==> src/rtl/srdc_pkg.sv <==
// Shared types, codes and constant tables for the serial relay / DAC command parser.
// No dependencies; imported by srdc_fsm and the top level.
`default_nettype none

package srdc_pkg;

  localparam int INIT_LEN = 32;
  localparam int MAP_LEN  = 68;
  localparam int INIT_IW  = (INIT_LEN > 1) ? $clog2(INIT_LEN) : 1;

  localparam logic [7:0] BYTE_HDR    = 8'h55;
  localparam logic [7:0] BYTE_END    = 8'h56;
  localparam logic [7:0] BYTE_NOP    = 8'h57;
  localparam logic [7:0] BYTE_REPLAY = 8'h58;
  localparam logic [7:0] CODE_DAC_WR = 8'h01;
  localparam logic [7:0] MAP_NONE    = 8'hFF;

  localparam logic [7:0] MODE_NONE   = 8'h00;
  localparam logic [7:0] MODE_SWITCH = 8'h73;
  localparam logic [7:0] MODE_DAC    = 8'h64;
  localparam logic [7:0] MODE_PASS   = 8'h6E;
  localparam logic [7:0] MODE_PORT   = 8'h74;

  localparam logic [2:0] FRAME_LEN = 3'd4;   // count value of the DAC code byte
  localparam int         FB_DEPTH  = 3;
  localparam int         FB_AW     = 2;

  localparam logic [7:0] MAP_TAB [68] = '{
    8'd43, 8'd47, 8'd31, 8'd255, 8'd19, 8'd17, 8'd23, 8'd21,
    8'd46, 8'd42, 8'd255, 8'd30, 8'd16, 8'd18, 8'd20, 8'd22,
    8'd41, 8'd57, 8'd45, 8'd255, 8'd0, 8'd255, 8'd2, 8'd54,
    8'd56, 8'd40, 8'd255, 8'd44, 8'd255, 8'd1, 8'd55, 8'd3,
    8'd4, 8'd27, 8'd63, 8'd6, 8'd35, 8'd33, 8'd39, 8'd37,
    8'd26, 8'd5, 8'd7, 8'd62, 8'd32, 8'd34, 8'd36, 8'd38,
    8'd61, 8'd59, 8'd25, 8'd29, 8'd9, 8'd11, 8'd13, 8'd15,
    8'd58, 8'd60, 8'd28, 8'd24, 8'd10, 8'd8, 8'd14, 8'd12,
    8'd49, 8'd48, 8'd51, 8'd50
  };

  localparam logic [7:0] INIT_TAB [32] = '{
    8'h37, 8'h36, 8'h35, 8'h3D, 8'h33, 8'h32, 8'h31, 8'h30,
    8'h26, 8'h27, 8'h24, 8'h25, 8'h22, 8'h23, 8'h20, 8'h21,
    8'h17, 8'h16, 8'h15, 8'h14, 8'h13, 8'h12, 8'h11, 8'h10,
    8'h06, 8'h07, 8'h04, 8'h05, 8'h02, 8'h0A, 8'h00, 8'h01
  };

  typedef enum logic [2:0] {
    KIND_HOST    = 3'd0,
    KIND_LINK    = 3'd1,
    KIND_RELAY   = 3'd2,
    KIND_PORT    = 3'd3,
    KIND_DAC_WR  = 3'd4,
    KIND_DAC_CMD = 3'd5
  } kind_t;

  typedef enum logic [2:0] {
    S_IDLE,
    S_DECODE,
    S_RD0,
    S_RD1,
    S_RD2,
    S_DATA,
    S_ACK,
    S_REPLAY
  } state_t;

  typedef enum logic [3:0] {
    A_IGNORE,
    A_ECHO,
    A_SESS_END,
    A_REPLAY,
    A_PULSE,
    A_PORT_END,
    A_FRAME_ACC,
    A_DAC_BAD,
    A_DAC_WR,
    A_DAC_CMD,
    A_SET_MODE,
    A_HEADER,
    A_OPEN_SESS,
    A_DAC_START,
    A_PASS,
    A_PORT_START
  } act_t;

  typedef struct packed {
    kind_t      kind;
    logic [7:0] first_byte;
    logic [7:0] second_byte;
    logic [7:0] third_byte;
    logic       last;
  } res_t;

  typedef struct packed {
    logic             we;
    logic [FB_AW-1:0] waddr;
    logic [7:0]       wdata;
    logic [FB_AW-1:0] raddr;
  } fb_req_t;

  function automatic logic [7:0] map_raw(input logic [7:0] idx);
    logic [7:0] r;
    r = 8'd0;
    if (idx < 8'd68) begin
      r = MAP_TAB[idx[6:0]];
    end
    return r;
  endfunction

  function automatic logic [7:0] map_entry(input logic [7:0] idx);
    logic [7:0] r;
    r = MAP_NONE;
    if ({1'b0, idx} < 9'(MAP_LEN)) begin
      r = map_raw(idx);
    end
    return r;
  endfunction

  function automatic logic pulse_valid(input logic [7:0] idx);
    return map_entry(idx) != MAP_NONE;
  endfunction

  function automatic res_t pulse_res(input logic [7:0] idx, input logic fin);
    logic [7:0] e;
    res_t       r;
    e             = map_entry(idx);
    r.kind        = KIND_RELAY;
    r.first_byte  = ~(8'h80 >> e[5:3]);
    r.second_byte = ~(8'h80 >> e[2:0]);
    r.third_byte  = 8'd0;
    r.last        = fin;
    return r;
  endfunction

  function automatic logic [7:0] init_raw(input logic [5:0] idx);
    logic [7:0] r;
    r = 8'd0;
    if (idx < 6'd32) begin
      r = INIT_TAB[idx[4:0]];
    end
    return r;
  endfunction

  // index of the final replay entry that produces a pulse (-1 if none)
  function automatic int init_last_valid();
    int r;
    r = -1;
    for (int i = 0; i < INIT_LEN; i++) begin
      if (pulse_valid(init_raw(6'(i)))) begin
        r = i;
      end
    end
    return r;
  endfunction

  localparam int INIT_LAST = init_last_valid();

endpackage

`default_nettype wire

==> src/rtl/srdc_ram.sv <==
// Generic single-write, single-read RAM with registered read data.
// No dependencies.
`default_nettype none

module srdc_ram #(
  parameter int WIDTH = 8,
  parameter int DEPTH = 4
) (
  input  wire logic                                   clk,
  input  wire logic                                   we,
  input  wire logic [((DEPTH > 1) ? $clog2(DEPTH) : 1)-1:0] waddr,
  input  wire logic [WIDTH-1:0]                       wdata,
  input  wire logic [((DEPTH > 1) ? $clog2(DEPTH) : 1)-1:0] raddr,
  output logic      [WIDTH-1:0]                       rdata
);

  logic [WIDTH-1:0] mem [DEPTH];

  always_ff @(posedge clk) begin
    if (we) begin
      mem[waddr] <= wdata;
    end
    rdata <= mem[raddr];
  end

endmodule

`default_nettype wire

==> src/rtl/srdc_fsm.sv <==
// Command parser sequencer: decodes one received byte, keeps the mode and frame state,
// keeps frame data bytes in the frame RAM and produces results. Depends on srdc_pkg.
`default_nettype none

module srdc_fsm import srdc_pkg::*; (
  input  wire logic       clk,
  input  wire logic       rst,
  input  wire logic       in_valid,
  input  wire logic       in_source,
  input  wire logic [7:0] in_byte,
  output logic            in_ready,
  input  wire logic       out_free,
  output logic            res_valid,
  output res_t            res,
  output fb_req_t         fb_req,
  input  wire logic [7:0] fb_rdata
);

  state_t state, state_next;
  act_t   act;

  logic [7:0]         mode_code;
  logic               header_pending;
  logic               switch_session;
  logic [2:0]         frame_count;
  logic [7:0]         frame_sum;
  logic               ack_pending;
  logic               ack_code;
  logic [1:0]         ack_idx;
  logic [INIT_IW-1:0] replay_idx;
  logic               rd_port;

  logic       src_q;
  logic [7:0] byte_q;
  logic [7:0] fb0;
  logic [7:0] fb1;
  res_t       data_res;

  logic [7:0] sum_new;
  logic [7:0] rep_byte;
  logic       rep_valid;
  logic       rep_end;

  assign sum_new   = frame_sum + byte_q;
  assign rep_byte  = init_raw(6'(replay_idx));
  assign rep_valid = pulse_valid(rep_byte);
  assign rep_end   = (replay_idx == INIT_IW'(INIT_LEN - 1));

  // classify the latched byte
  always_comb begin
    act = A_IGNORE;
    if (src_q) begin
      act = A_ECHO;
    end else if (switch_session) begin
      if (byte_q == BYTE_END) begin
        act = A_SESS_END;
      end else if (byte_q == BYTE_REPLAY) begin
        act = A_REPLAY;
      end else if (byte_q == BYTE_NOP) begin
        act = A_IGNORE;
      end else if (pulse_valid(byte_q)) begin
        act = A_PULSE;
      end
    end else if (frame_count != 3'd0) begin
      if (mode_code == MODE_PORT) begin
        act = A_PORT_END;
      end else if (frame_count < FRAME_LEN) begin
        act = A_FRAME_ACC;
      end else if (sum_new != 8'd0) begin
        act = A_DAC_BAD;
      end else if (byte_q == CODE_DAC_WR) begin
        act = A_DAC_WR;
      end else begin
        act = A_DAC_CMD;
      end
    end else if (header_pending && byte_q != BYTE_HDR) begin
      act = A_SET_MODE;
    end else if (!header_pending && byte_q == BYTE_HDR) begin
      act = A_HEADER;
    end else begin
      case (mode_code)
        MODE_SWITCH: act = (byte_q == BYTE_HDR) ? A_OPEN_SESS : A_IGNORE;
        MODE_DAC:    act = A_DAC_START;
        MODE_PASS:   act = A_PASS;
        MODE_PORT:   act = A_PORT_START;
        default:     act = A_IGNORE;
      endcase
    end
  end

  always_comb begin
    state_next = state;
    case (state)
      S_IDLE: begin
        if (in_valid) state_next = S_DECODE;
      end
      S_DECODE: begin
        case (act)
          A_ECHO, A_PULSE, A_DAC_CMD, A_PASS: state_next = S_DATA;
          A_SESS_END, A_DAC_BAD:              state_next = S_ACK;
          A_REPLAY:                           state_next = S_REPLAY;
          A_PORT_END, A_DAC_WR:               state_next = S_RD0;
          default:                            state_next = S_IDLE;
        endcase
      end
      S_RD0: state_next = rd_port ? S_DATA : S_RD1;
      S_RD1: state_next = S_RD2;
      S_RD2: state_next = S_DATA;
      S_DATA: begin
        if (out_free) state_next = ack_pending ? S_ACK : S_IDLE;
      end
      S_ACK: begin
        if (out_free && ack_idx == 2'd3) state_next = S_IDLE;
      end
      S_REPLAY: begin
        if ((!rep_valid || out_free) && rep_end) state_next = S_IDLE;
      end
      default: state_next = S_IDLE;
    endcase
  end

  always_comb begin
    in_ready     = (state == S_IDLE);
    res_valid    = 1'b0;
    res          = data_res;
    fb_req.we    = (state == S_DECODE) && (act == A_FRAME_ACC || act == A_PORT_START);
    fb_req.waddr = (act == A_FRAME_ACC) ? FB_AW'(frame_count - 3'd1) : '0;
    fb_req.wdata = byte_q;
    fb_req.raddr = '0;
    case (state)
      S_RD0: fb_req.raddr = FB_AW'(1);
      S_RD1: fb_req.raddr = FB_AW'(2);
      S_DATA: begin
        res_valid = 1'b1;
        res.last  = !ack_pending;
      end
      S_ACK: begin
        res_valid       = 1'b1;
        res.kind        = KIND_HOST;
        res.second_byte = 8'd0;
        res.third_byte  = 8'd0;
        res.last        = (ack_idx == 2'd3);
        case (ack_idx)
          2'd0:    res.first_byte = BYTE_HDR;
          2'd3:    res.first_byte = BYTE_END;
          default: res.first_byte = {7'd0, ack_code};
        endcase
      end
      S_REPLAY: begin
        res_valid = rep_valid;
        res       = pulse_res(rep_byte, replay_idx == INIT_IW'(INIT_LAST));
      end
      default: ;
    endcase
  end

  always_ff @(posedge clk) begin
    if (rst) begin
      state          <= S_IDLE;
      mode_code      <= MODE_NONE;
      header_pending <= 1'b0;
      switch_session <= 1'b0;
      frame_count    <= 3'd0;
      frame_sum      <= 8'd0;
      ack_pending    <= 1'b0;
      ack_code       <= 1'b0;
      ack_idx        <= 2'd0;
      replay_idx     <= '0;
      rd_port        <= 1'b0;
    end else begin
      state <= state_next;
      case (state)
        S_DECODE: begin
          ack_idx     <= 2'd0;
          replay_idx  <= '0;
          ack_code    <= (act == A_DAC_BAD);
          ack_pending <= (act == A_PORT_END || act == A_DAC_WR || act == A_DAC_CMD);
          rd_port     <= (act == A_PORT_END);
          if (!src_q && !switch_session && frame_count == 3'd0) begin
            header_pending <= (act == A_HEADER);
          end
          case (act)
            A_SESS_END: begin
              switch_session <= 1'b0;
              mode_code      <= MODE_NONE;
            end
            A_PORT_END: begin
              frame_count <= 3'd0;
              mode_code   <= MODE_NONE;
            end
            A_FRAME_ACC: begin
              frame_sum   <= sum_new;
              frame_count <= frame_count + 3'd1;
            end
            A_DAC_BAD, A_DAC_WR, A_DAC_CMD: begin
              frame_sum   <= sum_new;
              frame_count <= 3'd0;
              mode_code   <= MODE_NONE;
            end
            A_SET_MODE:   mode_code <= byte_q;
            A_OPEN_SESS:  switch_session <= 1'b1;
            A_DAC_START: begin
              frame_count <= 3'd1;
              frame_sum   <= byte_q;
            end
            A_PORT_START: frame_count <= 3'd1;
            default: ;
          endcase
        end
        S_ACK: begin
          if (out_free) ack_idx <= ack_idx + 2'd1;
        end
        S_REPLAY: begin
          if (!rep_valid || out_free) replay_idx <= replay_idx + INIT_IW'(1);
        end
        default: ;
      endcase
    end
  end

  always_ff @(posedge clk) begin
    case (state)
      S_IDLE: begin
        if (in_valid) begin
          src_q  <= in_source;
          byte_q <= in_byte;
        end
      end
      S_DECODE: begin
        case (act)
          A_ECHO:    data_res <= '{KIND_HOST, byte_q, 8'd0, 8'd0, 1'b1};
          A_PASS:    data_res <= '{KIND_LINK, byte_q, 8'd0, 8'd0, 1'b1};
          A_DAC_CMD: data_res <= '{KIND_DAC_CMD, byte_q, 8'd0, 8'd0, 1'b0};
          A_PULSE:   data_res <= pulse_res(byte_q, 1'b1);
          default: ;
        endcase
      end
      S_RD0: begin
        fb0 <= fb_rdata;
        if (rd_port) data_res <= '{KIND_PORT, fb_rdata, byte_q, 8'd0, 1'b0};
      end
      S_RD1: fb1 <= fb_rdata;
      S_RD2: data_res <= '{KIND_DAC_WR, fb0, fb1, fb_rdata, 1'b0};
      default: ;
    endcase
  end

endmodule

`default_nettype wire

==> src/rtl/serial_relay_dac_command_parser.sv <==
// Top level of the serial relay / DAC command parser: stream ports, result register,
// frame data RAM. Depends on srdc_pkg, srdc_ram and srdc_fsm.
//
// Bytes arrive one transaction at a time; tuser says which link sent them. One byte is
// taken at a time: s_tready rises again once every result of the previous byte has
// entered the output register. A port set makes one frame RAM read and a DAC write
// three; a session end or a bad DAC frame gives an ack alone. A relay replay steps
// through the 32 ROM entries (INIT_LEN), one per cycle unless a pulse result waits on
// a full output register. The sequencer moves one result per cycle through the output
// register while m_tready does not stall it. m_tlast marks the last result of each byte.
`default_nettype none

module serial_relay_dac_command_parser import srdc_pkg::*; (
  input  wire logic        clk,
  input  wire logic        rst,
  input  wire logic        s_tvalid,
  output logic             s_tready,
  input  wire logic [7:0]  s_tdata,   // [7:0] rx_byte
  input  wire logic [0:0]  s_tuser,   // [0] source
  output logic             m_tvalid,
  input  wire logic        m_tready,
  output logic      [23:0] m_tdata,   // [7:0] first_byte, [15:8] second_byte, [23:16] third_byte
  output logic      [2:0]  m_tuser,   // [2:0] kind
  output logic             m_tlast
);

  logic       out_free;
  logic       res_valid;
  res_t       res;
  res_t       out_res;
  fb_req_t    fb_req;
  logic [7:0] fb_rdata;

  assign out_free = !m_tvalid || m_tready;

  srdc_fsm u_fsm (
    .clk       (clk),
    .rst       (rst),
    .in_valid  (s_tvalid),
    .in_source (s_tuser[0]),
    .in_byte   (s_tdata),
    .in_ready  (s_tready),
    .out_free  (out_free),
    .res_valid (res_valid),
    .res       (res),
    .fb_req    (fb_req),
    .fb_rdata  (fb_rdata)
  );

  srdc_ram #(
    .WIDTH (8),
    .DEPTH (FB_DEPTH)
  ) u_frame_ram (
    .clk   (clk),
    .we    (fb_req.we),
    .waddr (fb_req.waddr),
    .wdata (fb_req.wdata),
    .raddr (fb_req.raddr),
    .rdata (fb_rdata)
  );

  always_ff @(posedge clk) begin
    if (rst) begin
      m_tvalid <= 1'b0;
    end else if (out_free) begin
      m_tvalid <= res_valid;
    end
  end

  always_ff @(posedge clk) begin
    if (out_free && res_valid) begin
      out_res <= res;
    end
  end

  assign m_tdata = {out_res.third_byte, out_res.second_byte, out_res.first_byte};
  assign m_tuser = out_res.kind;
  assign m_tlast = out_res.last;

  a_one_at_a_time: assert property (@(posedge clk) disable iff (rst)
    (s_tvalid && s_tready) |=> !s_tready)
    else $error("byte accepted while previous byte still in progress");

  a_no_result_when_idle: assert property (@(posedge clk) disable iff (rst)
    s_tready |-> !res_valid)
    else $error("result produced while waiting for input");

  a_relay_one_hot: assert property (@(posedge clk) disable iff (rst)
    (m_tvalid && m_tuser == KIND_RELAY) |->
      ($onehot(~m_tdata[7:0]) && $onehot(~m_tdata[15:8])))
    else $error("relay pulse pattern not active-low one-hot");

  a_dac_write_acked: assert property (@(posedge clk) disable iff (rst)
    (m_tvalid && m_tuser == KIND_DAC_WR) |-> !m_tlast)
    else $error("dac write not followed by ack");

endmodule

`default_nettype wire
==> config.mk <==
export PLATFORM = sky130hd
export DESIGN_NAME = serial_relay_dac_command_parser
export DESIGN_NICKNAME = d
export VERILOG_FILES = /design/src/rtl/srdc_pkg.sv /design/src/rtl/srdc_ram.sv /design/src/rtl/srdc_fsm.sv /design/src/rtl/serial_relay_dac_command_parser.sv
export SDC_FILE = /design/constraint.sdc
export NUM_CORES = 1
export LEC_CHECK = 0
export BUFFER_PORTS_ARGS = -buffer_cell sky130_fd_sc_hd__buf_2
export CAP_MARGIN = 10
export CORE_UTILIZATION = 55
export CTS_BUF_LIST = sky130_fd_sc_hd__clkbuf_16
export CTS_CLUSTER_SIZE = 20
export DETAILED_ROUTE_END_ITERATION = 12
export HOLD_SLACK_MARGIN = 0.1
export PLACE_DENSITY = 0.77
export SYNTH_ARGS = -nofsm -noshare
export SYNTH_HDL_FRONTEND = slang
export SYNTH_SLANG_ARGS = --single-unit
==> constraint.sdc <==
create_clock -name clk -period 5.45 [get_ports clk]
set_input_delay 1.09 -clock clk [delete_from_list [all_inputs] [get_ports clk]]
set_output_delay 1.09 -clock clk [all_outputs]
set_load 0.01 [all_outputs]
==> results by group <==
Status
  • Status: finished, final reports clean

Yosys
  • Syn Nets: around 910
  • #FFs+latches synth: roughly 150
  • Synthesis Warnings: 0
  • Predominant post-synthesis flop cell: edfxtp_1
  • Asr flop ratio synth: 0
  • Yosys cell types: a little under 90
  • Top post-synthesis cells by area: edfxtp_1 (36%), dfxtp_1 (10%), ha_1 (5.2%)
  • Syn Area/Cell: around 10 sq um
  • Syn Std Cell Area: 8647 sq um
  • Synth Instances: about 860
  • Yosys top cell area share: 0.3646
  • Number of synthesized flops with an enable pin: roughly 110
  • Register area share after synthesis: 0.4642
  • Largest area contributor in the netlist: edfxtp_1

Floorplanning
  • Die Ht: 127.4 microns
  • Core Rows: 45
  • I/O pin count: between 40 and 50
  • Core ar.: 15260 sq um
  • Die width: 127.4 microns
  • Starting Density: 0.5667
  • Die area: 16230 sq um

Pwr
  • Overall Power: 0.003941 W
  • Worst vdd ir: around 0.23 mV
  • Lkg Pwr: roughly 3.6 nW
  • Power per Cell Area: approximately 410 nW/um^2

Routing
  • Routed WL: slightly below 20000 microns
  • Via-to-Cell Ratio: roughly 6
  • Drt initial violations: between 400 and 500
  • Via Count: 6648
  • Pre-antenna DRT Iters: 5
  • Wirelength per Cell: roughly 18 microns
  • Antenna Nets Post-Route: 0
  • DRC Markers: 0

Clock tree
  • Clock buffer depth: 2
  • TritonCTS buffer count: 17
  • CTS tree: built
  • Clock tree sinks: approximately 150
  • Hold Buf Count CTS: 0
  • Clock transition at path regs: 0.06 ns
  • Post-CTS resize count: 0
  • H-tree depth: 4
  • CTS root buf: clkbuf_16
  • Clock Latency Late Sink: roughly 0.42 ns
  • Post-CTS Setup Bufs: 0

GRT
  • First-pass GRT wire length: roughly 32000 microns
  • Gr usage total: 0.2545
  • Pin count of the biggest net entering global routing: 38
  • Initial antenna violation count: 0
  • Overflow after GRT: 0
  • Vias in the first global route: 6059

Min path
  • Worst Min Path Start: u_frame_ram.mem[2][7]$_DFFE_PP_
  • Worst min path class: flop to flop
  • WHS Endpoint: u_frame_ram.rdata[7]$_DFF_P_
  • Worst hold path depth: 2

Cells and area
  • Layout cells sized above 1: 0.1324
  • ANT cells: 0
  • Nets@finish: approximately 930
  • Area Growth Syn to Fin: 10.79%

Placement
  • DP HPWL: 13560 microns
  • Placer Congestion: 0.9007
  • Post-Place Setup Slack: 0.9084 ns
  • IO buf count: 42

Timing
  • Final critical-path required period: between 4 and 5 ns
  • Worst slew pin tran: 0.8107 ns
  • Clk_skew: 0.01208 ns
  • Setup slack after layout: roughly 0.82 ns
  • Final hold violation count: 0
  • Final Setup Violations: 0
  • Hold Worst Slack: between 0.4 and 0.5 ns
  • Final period utilization: 0.8487
  • Slew HR: 0.4595
  • Setup TNS: 0 ns
  • Count of pins over their slew limit: 0
  • RSZ-0062 raised after global routing: no
  • Max Clk Rate: between 200 and 250 MHz

Critical path
  • Reg-to-reg slack, setup: roughly 0.82 ns
  • CP Launch Type: flop
  • Critical path class: flop to flop
  • Crit path arrival time: between 4 and 5 ns
  • Reg2reg end: u_fsm.mode_code[5]$_SDFFE_PP0P_
  • Worst Path Max Fanout: 17
  • CP Capture Type: flop
  • R2R cell count: 16
  • Worst r2r src: u_fsm.byte_q[0]$_DFFE_PP_
  • Req. time, crit path: between 5 and 6 ns

Flow run
  • Max Cap Violations: 0
how the worst max path moves through the flow:
stage / from / endpoint / slack, ns / cells past startpoint
2_1_floorplan: u_fsm.byte_q[0]$_DFFE_PP_ / u_fsm.data_res[0]$_DFFE_PP_ / 0.10 / 15
3_3_place_gp: u_fsm.byte_q[0]$_DFFE_PP_ / u_fsm.data_res[4]$_DFFE_PP_ / 1.07 / 16
3_5_place_dp: u_fsm.byte_q[0]$_DFFE_PP_ / u_fsm.mode_code[5]$_SDFFE_PP0P_ / 0.91 / 16
4_1_cts: u_fsm.byte_q[0]$_DFFE_PP_ / u_fsm.mode_code[5]$_SDFFE_PP0P_ / 0.89 / 16
5_1_grt: u_fsm.byte_q[0]$_DFFE_PP_ / u_fsm.mode_code[5]$_SDFFE_PP0P_ / 0.55 / 16
6_report: u_fsm.byte_q[0]$_DFFE_PP_ / u_fsm.mode_code[5]$_SDFFE_PP0P_ / 0.82 / 16
synthesized netlist by cell type, types with 9 or more instances:
library cell,number
edfxtp_1,105
nor2_1,65
nand2_1,58
a21oi_1,49
dfxtp_1,43
clkbuf_1,39
mux2i_1,37
ha_1,36
o21ai_0,34
inv_1,29
nor3_1,28
and2_1,25
nand3_1,25
nand2b_1,20
nor2b_1,14
o21ai_1,14
a211oi_1,13
a22o_1,13
a221o_1,12
a22oi_1,12
a31oi_1,10
buf_2,9
metal layers:
layer / vias to the layer above / GRT usage / routed length [microns]
met2: 192 / 0.4195 / 9457
met5: - / 0 / 0
met3: 30 / 0.04774 / 878
met1: 3156 / 0.3377 / 9043
met4: 0 / 0.08683 / 408
li1: 3270 / - / -
layout by cell type (no fill, tap or decap), drive strengths merged, types with 5 or more instances in the layout:
cell type and instances:
a2111oi 5, a211oi 15, a21o 5, a21oi 49, a221o 12, a22o 13
a22oi 12, a311oi 6, a31oi 10, and2 25, and3 6, buf 60
clkbuf 17, clkinv 8, dfxtp 43, edfxtp 105, ha 36, inv 35
mux2 5, mux2i 37, nand2 58, nand2b 20, nand3 25, nand4 7
nor2 66, nor2b 14, nor3 29, nor3b 7, nor4 10, o21a 6
o21ai 48, o31ai 7, or2 5, xnor2 7
cells by family (layout without fill, tap and decap cells):
| family | after synthesis | count (layout) | share of synthesized area |
|---|---|---|---|
| adder cells (fa/ha/maj) | 37 | 37 | 0.05441 |
| AO/OA/AOI/OAI | 240 | 240 | 0.2014 |
| AND/OR/NAND/NOR | 289 | 289 | 0.1731 |
| flip-flops | 148 | 148 | 0.4642 |
| XOR/XNOR | 11 | 11 | 0.01331 |
| multiplexers | 42 | 42 | 0.04934 |
| buffers and inverters | 90 | 124 | 0.04428 |
area by class of cell:
class	count	area (sq um)
Multi-Input combinational cell	619	4260
Fill cell	1246	5678
Clock buffer	17	425.4
Tap cell	211	264.0
Clock inverter	15	151.4
Sequential cell	148	4014
Inverter	32	120.1
Timing Repair Buffer	60	345.3
critical path: stages (launching register included):
cell	delay [ns]
edfxtp_1	0.35
buf_4	0.22
ha_1	0.27
fa_1	0.43
and3_1	0.22
o21a_1	0.19
o221a_2	0.29
nand4_1	0.16
o31ai_1	0.10
a22oi_1	0.40
ha_1	0.38
inv_1	0.16
a2111oi_0	0.38
o21a_1	0.25
nor3_2	0.09
a41o_1	0.37
a22o_1	0.22
through the flow:
step             util  cells  area [sq um]
6_report       0.6279   1102          9580
5_1_grt        0.6279   1102          9580
4_1_cts        0.6279   1102          9580
3_5_place_dp   0.5901   1070          9004
3_3_place_gp   0.5901   1070          9004
2_1_floorplan       -    857          8647
sequential cells by signal (all words and copies together) (netlist names), 5 cells and up:
register           cells
u_fsm.frame_sum        8
u_fsm.data_res        28
m_tdata               24
u_frame_ram.mem       24
u_fsm.replay_idx       5
u_fsm.byte_q           8
u_fsm.fb1              8
u_fsm.fb0              8
u_fsm.mode_code        8
u_frame_ram.rdata      8
power breakdown:
group	switching, W	total (W)	internal, W	leakage, nW
Sequential	0.000113	0.00161	0.00149	1.32
Clock	0.000475	0.00115	0.000676	0.283
Combinational	0.000751	0.00118	0.000432	1.96
Total	0.00134	0.00394	0.00260	3.57
(Power assumes the default switching activity.)
